<file path="src/rtl/scta_pkg.sv">
// Shared types, scan code constants and translation tables for the scan code to ASCII FIFO.
package scta_pkg;

  localparam int unsigned FIFO_DEPTH_DEF = 64;

  localparam logic [7:0] SC_REL_BIT = 8'h80;
  localparam logic [6:0] SC_ESC     = 7'h01;
  localparam logic [6:0] SC_LSHIFT  = 7'h2A;
  localparam logic [6:0] SC_RSHIFT  = 7'h36;
  localparam logic [6:0] SC_CAPS    = 7'h3A;
  localparam logic [6:0] SC_F1      = 7'h3B;
  localparam logic [6:0] SC_F2      = 7'h3C;
  localparam logic [6:0] SC_F3      = 7'h3D;
  localparam logic [6:0] SC_F4      = 7'h3E;
  localparam logic [6:0] SC_F12     = 7'h58;

  typedef enum logic {
    FUNC_SCAN = 1'b0,
    FUNC_READ = 1'b1
  } scta_func_t;

  typedef struct packed {
    logic       func;
    logic [7:0] scan_code;
  } scta_in_t;

  typedef struct packed {
    logic       char_valid;
    logic [6:0] char_out;
    logic       buffer_empty;
    logic       char_dropped;
  } scta_out_t;

  // What one scan code does to the keyboard state and the buffer.
  typedef struct packed {
    logic       push;
    logic       set_shift;
    logic       clr_shift;
    logic       tog_caps;
    logic [6:0] ch;
  } scta_action_t;

  // Unshifted key map; codes past the space bar give 0.
  function automatic logic [6:0] plain_char(input logic [6:0] code);
    logic [6:0] c;
    case (code)
      7'd1:  c = 7'h1B;
      7'd2:  c = 7'h31;
      7'd3:  c = 7'h32;
      7'd4:  c = 7'h33;
      7'd5:  c = 7'h34;
      7'd6:  c = 7'h35;
      7'd7:  c = 7'h36;
      7'd8:  c = 7'h37;
      7'd9:  c = 7'h38;
      7'd10: c = 7'h39;
      7'd11: c = 7'h30;
      7'd12: c = 7'h2D;
      7'd13: c = 7'h3D;
      7'd14: c = 7'h08;
      7'd15: c = 7'h09;
      7'd16: c = 7'h71;
      7'd17: c = 7'h77;
      7'd18: c = 7'h65;
      7'd19: c = 7'h72;
      7'd20: c = 7'h74;
      7'd21: c = 7'h79;
      7'd22: c = 7'h75;
      7'd23: c = 7'h69;
      7'd24: c = 7'h6F;
      7'd25: c = 7'h70;
      7'd26: c = 7'h5B;
      7'd27: c = 7'h5D;
      7'd28: c = 7'h0D;
      7'd30: c = 7'h61;
      7'd31: c = 7'h73;
      7'd32: c = 7'h64;
      7'd33: c = 7'h66;
      7'd34: c = 7'h67;
      7'd35: c = 7'h68;
      7'd36: c = 7'h6A;
      7'd37: c = 7'h6B;
      7'd38: c = 7'h6C;
      7'd39: c = 7'h3B;
      7'd40: c = 7'h27;
      7'd41: c = 7'h60;
      7'd43: c = 7'h5C;
      7'd44: c = 7'h7A;
      7'd45: c = 7'h78;
      7'd46: c = 7'h63;
      7'd47: c = 7'h76;
      7'd48: c = 7'h62;
      7'd49: c = 7'h6E;
      7'd50: c = 7'h6D;
      7'd51: c = 7'h2C;
      7'd52: c = 7'h2E;
      7'd53: c = 7'h2F;
      7'd55: c = 7'h2A;
      7'd57: c = 7'h20;
      default: c = 7'h00;
    endcase
    return c;
  endfunction

  function automatic logic is_upper(input logic [6:0] c);
    return (c >= 7'h41) && (c <= 7'h5A);
  endfunction

  function automatic logic is_lower(input logic [6:0] c);
    return (c >= 7'h61) && (c <= 7'h7A);
  endfunction

  // Shifted key map: symbol row and punctuation differ, letters go upper case.
  function automatic logic [6:0] shift_char(input logic [6:0] code);
    logic [6:0] p;
    logic [6:0] c;
    p = plain_char(code);
    case (code)
      7'd2:  c = 7'h21;
      7'd3:  c = 7'h40;
      7'd4:  c = 7'h23;
      7'd5:  c = 7'h24;
      7'd6:  c = 7'h25;
      7'd7:  c = 7'h5E;
      7'd8:  c = 7'h26;
      7'd9:  c = 7'h2A;
      7'd10: c = 7'h28;
      7'd11: c = 7'h29;
      7'd12: c = 7'h5F;
      7'd13: c = 7'h2B;
      7'd26: c = 7'h7B;
      7'd27: c = 7'h7D;
      7'd39: c = 7'h3A;
      7'd40: c = 7'h22;
      7'd41: c = 7'h7E;
      7'd43: c = 7'h7C;
      7'd51: c = 7'h3C;
      7'd52: c = 7'h3E;
      7'd53: c = 7'h3F;
      default: c = is_lower(p) ? (p ^ 7'h20) : p;
    endcase
    return c;
  endfunction

endpackage

</file>
<file path="src/rtl/scan_code_to_ascii_fifo.sv">
// Top level: scan code set 1 to ASCII translator with a character buffer.
//
//  channel | direction | payload    | handshake
//  --------+-----------+------------+---------------------
//  input   | in        | scta_in_t  | in_valid / in_ready
//  output  | out       | scta_out_t | out_valid / out_ready
//
// One request per cycle unless the result stalls, one result per request.
// All decoding and buffer bookkeeping happen in the cycle a request is taken;
// the result register (and the buffer's read data register) carry it out.
// Reset (rst, synchronous) clears shift and caps lock, empties the buffer
// and drops the pending result; buffer contents are not cleared.
// A stalled result holds; a new request is still taken in the cycle the held
// result leaves, so the rate is set by the single output register.
module scan_code_to_ascii_fifo #(
  parameter int unsigned FIFO_DEPTH = scta_pkg::FIFO_DEPTH_DEF
) (
  input  logic                clk,
  input  logic                rst,
  input  logic                in_valid,
  output logic                in_ready,
  input  scta_pkg::scta_in_t  in_data,
  output logic                out_valid,
  input  logic                out_ready,
  output scta_pkg::scta_out_t out_data
);
  import scta_pkg::*;

  // keyboard state
  logic shift_held;
  logic caps_on;

  // result register (character comes from the buffer's read register)
  logic res_char_valid;
  logic res_empty;
  logic res_dropped;

  logic         accept;
  logic         is_read;
  scta_action_t act;
  logic         fifo_full;
  logic         fifo_empty;
  logic         fifo_wr;
  logic         fifo_rd;
  logic [6:0]   fifo_rd_data;

  scta_decode u_decode (
    .scan_code  (in_data.scan_code),
    .shift_held (shift_held),
    .caps_on    (caps_on),
    .act        (act)
  );

  // Output register frees up when empty or being drained this cycle.
  assign in_ready = !out_valid || out_ready;
  assign accept   = in_valid && in_ready;
  assign is_read  = (in_data.func == FUNC_READ);

  assign fifo_wr = accept && !is_read && act.push && !fifo_full;
  assign fifo_rd = accept && is_read && !fifo_empty;

  scta_fifo #(
    .DEPTH (FIFO_DEPTH)
  ) u_fifo (
    .clk     (clk),
    .rst     (rst),
    .wr_en   (fifo_wr),
    .wr_data (act.ch),
    .rd_en   (fifo_rd),
    .rd_data (fifo_rd_data),
    .full    (fifo_full),
    .empty   (fifo_empty)
  );

  always_ff @(posedge clk) begin
    if (rst) begin
      shift_held <= 1'b0;
      caps_on    <= 1'b0;
    end else if (accept && !is_read) begin
      if (act.set_shift) begin
        shift_held <= 1'b1;
      end else if (act.clr_shift) begin
        shift_held <= 1'b0;
      end
      if (act.tog_caps) begin
        caps_on <= !caps_on;
      end
    end
  end

  always_ff @(posedge clk) begin
    if (rst) begin
      out_valid <= 1'b0;
    end else if (accept) begin
      out_valid <= 1'b1;
    end else if (out_ready) begin
      out_valid <= 1'b0;
    end
  end

  always_ff @(posedge clk) begin
    if (accept) begin
      res_char_valid <= is_read && !fifo_empty;
      res_empty      <= is_read && fifo_empty;
      res_dropped    <= !is_read && act.push && fifo_full;
    end
  end

  always_comb begin
    out_data              = '0;
    out_data.char_valid   = res_char_valid;
    out_data.char_out     = res_char_valid ? fifo_rd_data : 7'h00;
    out_data.buffer_empty = res_empty;
    out_data.char_dropped = res_dropped;
  end

endmodule

</file>
<file path="src/rtl/scta_decode.sv">
// Scan code decoder: flag updates, key map lookup and caps lock case swap.
module scta_decode (
  input  logic [7:0]            scan_code,
  input  logic                  shift_held,
  input  logic                  caps_on,
  output scta_pkg::scta_action_t act
);
  import scta_pkg::*;

  logic [6:0] code;
  logic [6:0] mapped;
  logic       is_shift;

  assign code     = scan_code[6:0];
  assign is_shift = (code == SC_LSHIFT) || (code == SC_RSHIFT);

  always_comb begin
    mapped = shift_held ? shift_char(code) : plain_char(code);
    act    = '0;
    if ((scan_code & SC_REL_BIT) != 8'h00) begin
      act.clr_shift = is_shift;
    end else if (code == SC_ESC) begin
      act = '0;
    end else if (is_shift) begin
      act.set_shift = 1'b1;
    end else if (code == SC_CAPS) begin
      act.tog_caps = 1'b1;
    end else if (code == SC_F1 || code == SC_F2 || code == SC_F3 || code == SC_F4 ||
                 code == SC_F12) begin
      act = '0;
    end else begin
      act.push = 1'b1;
      // caps lock flips letter case only
      act.ch   = (caps_on && (is_upper(mapped) || is_lower(mapped))) ?
                 (mapped ^ 7'h20) : mapped;
    end
  end

endmodule

</file>
<file path="src/rtl/scta_fifo.sv">
// Character buffer: circular memory with fill count and registered read data.
module scta_fifo #(
  parameter int unsigned DEPTH = scta_pkg::FIFO_DEPTH_DEF
) (
  input  logic       clk,
  input  logic       rst,
  input  logic       wr_en,
  input  logic [6:0] wr_data,
  input  logic       rd_en,
  output logic [6:0] rd_data,
  output logic       full,
  output logic       empty
);
  import scta_pkg::*;

  localparam int unsigned AW = (DEPTH > 1) ? $clog2(DEPTH) : 1;
  localparam int unsigned CW = $clog2(DEPTH + 1);

  logic [6:0]    mem [DEPTH];
  logic [AW-1:0] wr_ptr;
  logic [AW-1:0] rd_ptr;
  logic [CW-1:0] count;

  assign full  = (count == CW'(DEPTH));
  assign empty = (count == '0);

  always_ff @(posedge clk) begin
    if (wr_en) begin
      mem[wr_ptr] <= wr_data;
    end
    if (rd_en) begin
      rd_data <= mem[rd_ptr];
    end
  end

  always_ff @(posedge clk) begin
    if (rst) begin
      wr_ptr <= '0;
      rd_ptr <= '0;
      count  <= '0;
    end else begin
      if (wr_en) begin
        wr_ptr <= (wr_ptr == AW'(DEPTH - 1)) ? '0 : wr_ptr + 1'b1;
      end
      if (rd_en) begin
        rd_ptr <= (rd_ptr == AW'(DEPTH - 1)) ? '0 : rd_ptr + 1'b1;
      end
      if (wr_en && !rd_en) begin
        count <= count + 1'b1;
      end else if (rd_en && !wr_en) begin
        count <= count - 1'b1;
      end
    end
  end

endmodule

</file>
<file path="config.mk">
export PLATFORM = sky130hd
export DESIGN_NAME = scan_code_to_ascii_fifo
export DESIGN_NICKNAME = d
export VERILOG_FILES = /design/src/rtl/scta_pkg.sv /design/src/rtl/scan_code_to_ascii_fifo.sv /design/src/rtl/scta_decode.sv /design/src/rtl/scta_fifo.sv
export SDC_FILE = /design/constraint.sdc
export NUM_CORES = 1
export LEC_CHECK = 0
export BUFFER_PORTS_ARGS = -buffer_cell sky130_fd_sc_hd__buf_4
export CAP_MARGIN = 20
export CORE_UTILIZATION = 40
export DETAILED_ROUTE_END_ITERATION = 8
export HOLD_SLACK_MARGIN = 0.02
export PLACE_DENSITY_LB_ADDON = 0.12
export SLEW_MARGIN = 25
export SYNTH_ARGS = -nofsm -noshare
export SYNTH_HDL_FRONTEND = slang
export SYNTH_HIERARCHICAL = 1
export SYNTH_SLANG_ARGS = --single-unit
</file>
<file path="constraint.sdc">
create_clock -name clk -period 7.6 [get_ports clk]
set_clock_uncertainty 0.15 [all_clocks]
set_input_delay 0.76 -clock clk [delete_from_list [all_inputs] [get_ports clk]]
set_output_delay 0.76 -clock clk [all_outputs]
set_load 0.01 [all_outputs]
</file>
==> impl_metrics.ini <==
[die]
die_w_um = 230
fp.dieArea_mm2 = 0.0530
start_util = 0.405
die_y_um = 230
ioPinCount = 25
core_area_mm2 = 0.0514
rows = 83

[synthesis]
synth_area_mm2 = 0.0208
yosysTopAreaCell = edfxtp_1
synth_area_leaders = edfxtp_1 66%, mux4_2 10%, mux2i_1 2.4%, dfxtp_1 2.1%, nor2_1 2.1%
postSynthAreaPerCell_um2 = 16.7
yosysSeqAreaShare = 0.681
ys_types = 83
synth_nets = 1282
yosys_register_bits = 480
syn_inst = 1247
async_reset_ff_frac = 0
synth_top_area_frac = 0.660
yosys_warnings = 6
ys.flop_type = edfxtp_1
synth_edf_count = 458

[global_route]
track_usage = 0.188
grt_start_max_net_pins = 75
grt_pass1_vias = 11300
antenna_found_initial = 0
grt_pass1_wl_mm = 74.3
globalRouteOverflowTotal = 0

[sta]
period_share = 0.640
setup_violations = 0
relSlewSlack = 0.299
period_needed_ps = 4860
worstMarginPinSlew_ps = 1050
fmax_ghz = 0.206
rsz0062_at_grt = false
finalWorstSetupSlack_ps = 2740
hold_viol = 0
holdWs_ps = 318
drv_slew = 0
finalSetupTns_ps = 0

[clock_tree]
cts_tree = done
clk_path_buf_depth = 3
cts-resized-gates = 0
clkTransAtPathRegs_ps = 60
root_buffer = clkbuf_16
htreeDepth = 2
cts_made_buffers = 52
insertion_delay_ps = 590
holdBufCountCts = 0
cts.sinks = 480
cts_setup_buffers = 0

[hold_path]
holdCritPathClass = input port to flip-flop
hold_depth = 2

[power]
powerDensity_mw_per_mm2 = 268
vdd_drop_max_uv = 190
p_total_uw = 6250
p_leak_uw = 0.00668

[cells_and_area]
drive_gt1_frac = 0.192
diodes = 0
nNetsFinal = 1297
area_growth_pct = 11.9
final_cell_mix = 458 x edfxtp_1, 107 x nor2_1, 96 x mux4_2, 54 x clkbuf_16, 51 x mux2i_1
mostFrequentLayoutCell = edfxtp_1

[detailed_routing]
num_vias = 11300
wirelength_mm = 48.8
wire_per_inst_um = 24.6
drt_pass1_iterations = 5
dr.first_iter.drc_count = 1084
detail-route-antenna-nets = 0
avgViaCountPerCell = 5.67
drc_errors = 0

[critical_path]
slowest_delay_ps = 650
critPathMaxFanout = 16
reg2reg_depth = 6
critical_path_class = input port to flip-flop
cp-end-kind = flip-flop
cp.required_ps = 7910
crit_path_cell_trace = buf_4 -> inv_1 -> ha_1 -> a31oi_1 -> nand2_1 -> a311o_1 -> inv_1 -> nor4b_2 -> buf_4 -> ha_1 -> inv_1 -> ha_1 -> nor2b_1 -> o21a_1 -> o21a_1 -> o211ai_1 -> mux2_2
cp.arrival_ps = 5170
startpoint_type = input port
slowest_stage = ha_1

[placed_design]
pre_cts_ws_ps = 2170
io_buffers = 24
place_hpwl_mm = 30.5
place_congestion = 0.843

[flow_run]
drv_cap = 0

[status]
status = complete, no violations
==> cell families (layout without fill, tap and decap cells) <==
logic type | Yosys count | in the layout | synth area share
mux | 156 | 156 | 0.135
flops | 480 | 480 | 0.681
fa+ha+maj | 22 | 22 | 0.0136
simple gates | 282 | 282 | 0.0692
compound gates | 194 | 194 | 0.0681
xor+xnor | 10 | 10 | 0.00420
buf+inv | 103 | 161 | 0.0283
==> critical path: cells and delay by family <==
| kind | cells | cell delay, ps |
|---|---|---|
| AO/OA/AOI/OAI | 5 | 1470 |
| adder cells (fa/ha/maj) | 3 | 1210 |
| buffers and inverters | 5 | 880 |
| multiplexers | 1 | 360 |
| AND/OR/NAND/NOR | 3 | 480 |
==> area by class of cell <==
cell class | instances | area (um^2)
Inverter | 20 | 75.1
Timing Repair Buffer | 44 | 343
Fill cell | 4466 | 28100
Clock buffer | 68 | 1420
Tap cell | 680 | 851
Clock inverter | 29 | 298
Sequential cell | 480 | 14200
Multi-Input combinational cell | 664 | 6120
==> Yosys cell counts, drive strengths merged (16+ instances only) <==
cell      n
edfxtp  458
nor2    114
mux4     99
mux2i    51
buf      44
a211oi   43
clkbuf   38
nor2b    36
a21oi    30
nand2    30
o21ai    23
dfxtp    22
ha       21
inv      20
nand2b   16
==> worst paths after layout <==
| path | startpoint | to | slack, ps |
|---|---|---|---|
| hold / removal | in_data[8] | shift_held | 320 |
| setup / recovery | in_data[1] | u_fifo/count[6] | 2740 |
| hold reg to reg | out_valid | out_valid | 410 |
| setup reg to reg | u_fifo/rd_ptr[0] | u_fifo/rd_data[3] | 3910 |
==> sequential cells by signal, indices dropped and copies added (netlist names) <==
| signal | count |
|---|---|
| u_fifo/mem | 448 |
| u_fifo/count | 7 |
| u_fifo/rd_data | 7 |
| u_fifo/rd_ptr | 6 |
| u_fifo/wr_ptr | 6 |
| caps_on | 1 |
| out_valid | 1 |
| res_char_valid | 1 |
| res_dropped | 1 |
| res_empty | 1 |
| shift_held | 1 |
==> layer usage <==
metal	vias to the layer above	track usage	routed length (um)
met5	-	0	0
met4	0	0.0561	1170
met3	80	0.0321	2610
met2	301	0.291	22500
met1	5827	0.270	22500
li1	5043	-	-
==> power by group <==
group          switching (uW)  internal (uW)  total [uW]
Sequential               71.1           2940        3020
Clock                    1010           1520        2530
Combinational             384            321         705
==> metrics by stage <==
step | cells | utilization | cell area [um^2]
finish | 1985 | 0.453 | 23300
global route | 1985 | 0.453 | 23300
CTS | 1985 | 0.453 | 23300
detailed placement | 1888 | 0.420 | 21600
global placement | 1888 | 0.420 | 21600
floorplan | 1247 | - | 20800
No activity file was read; power rests on OpenSTA's default activity.
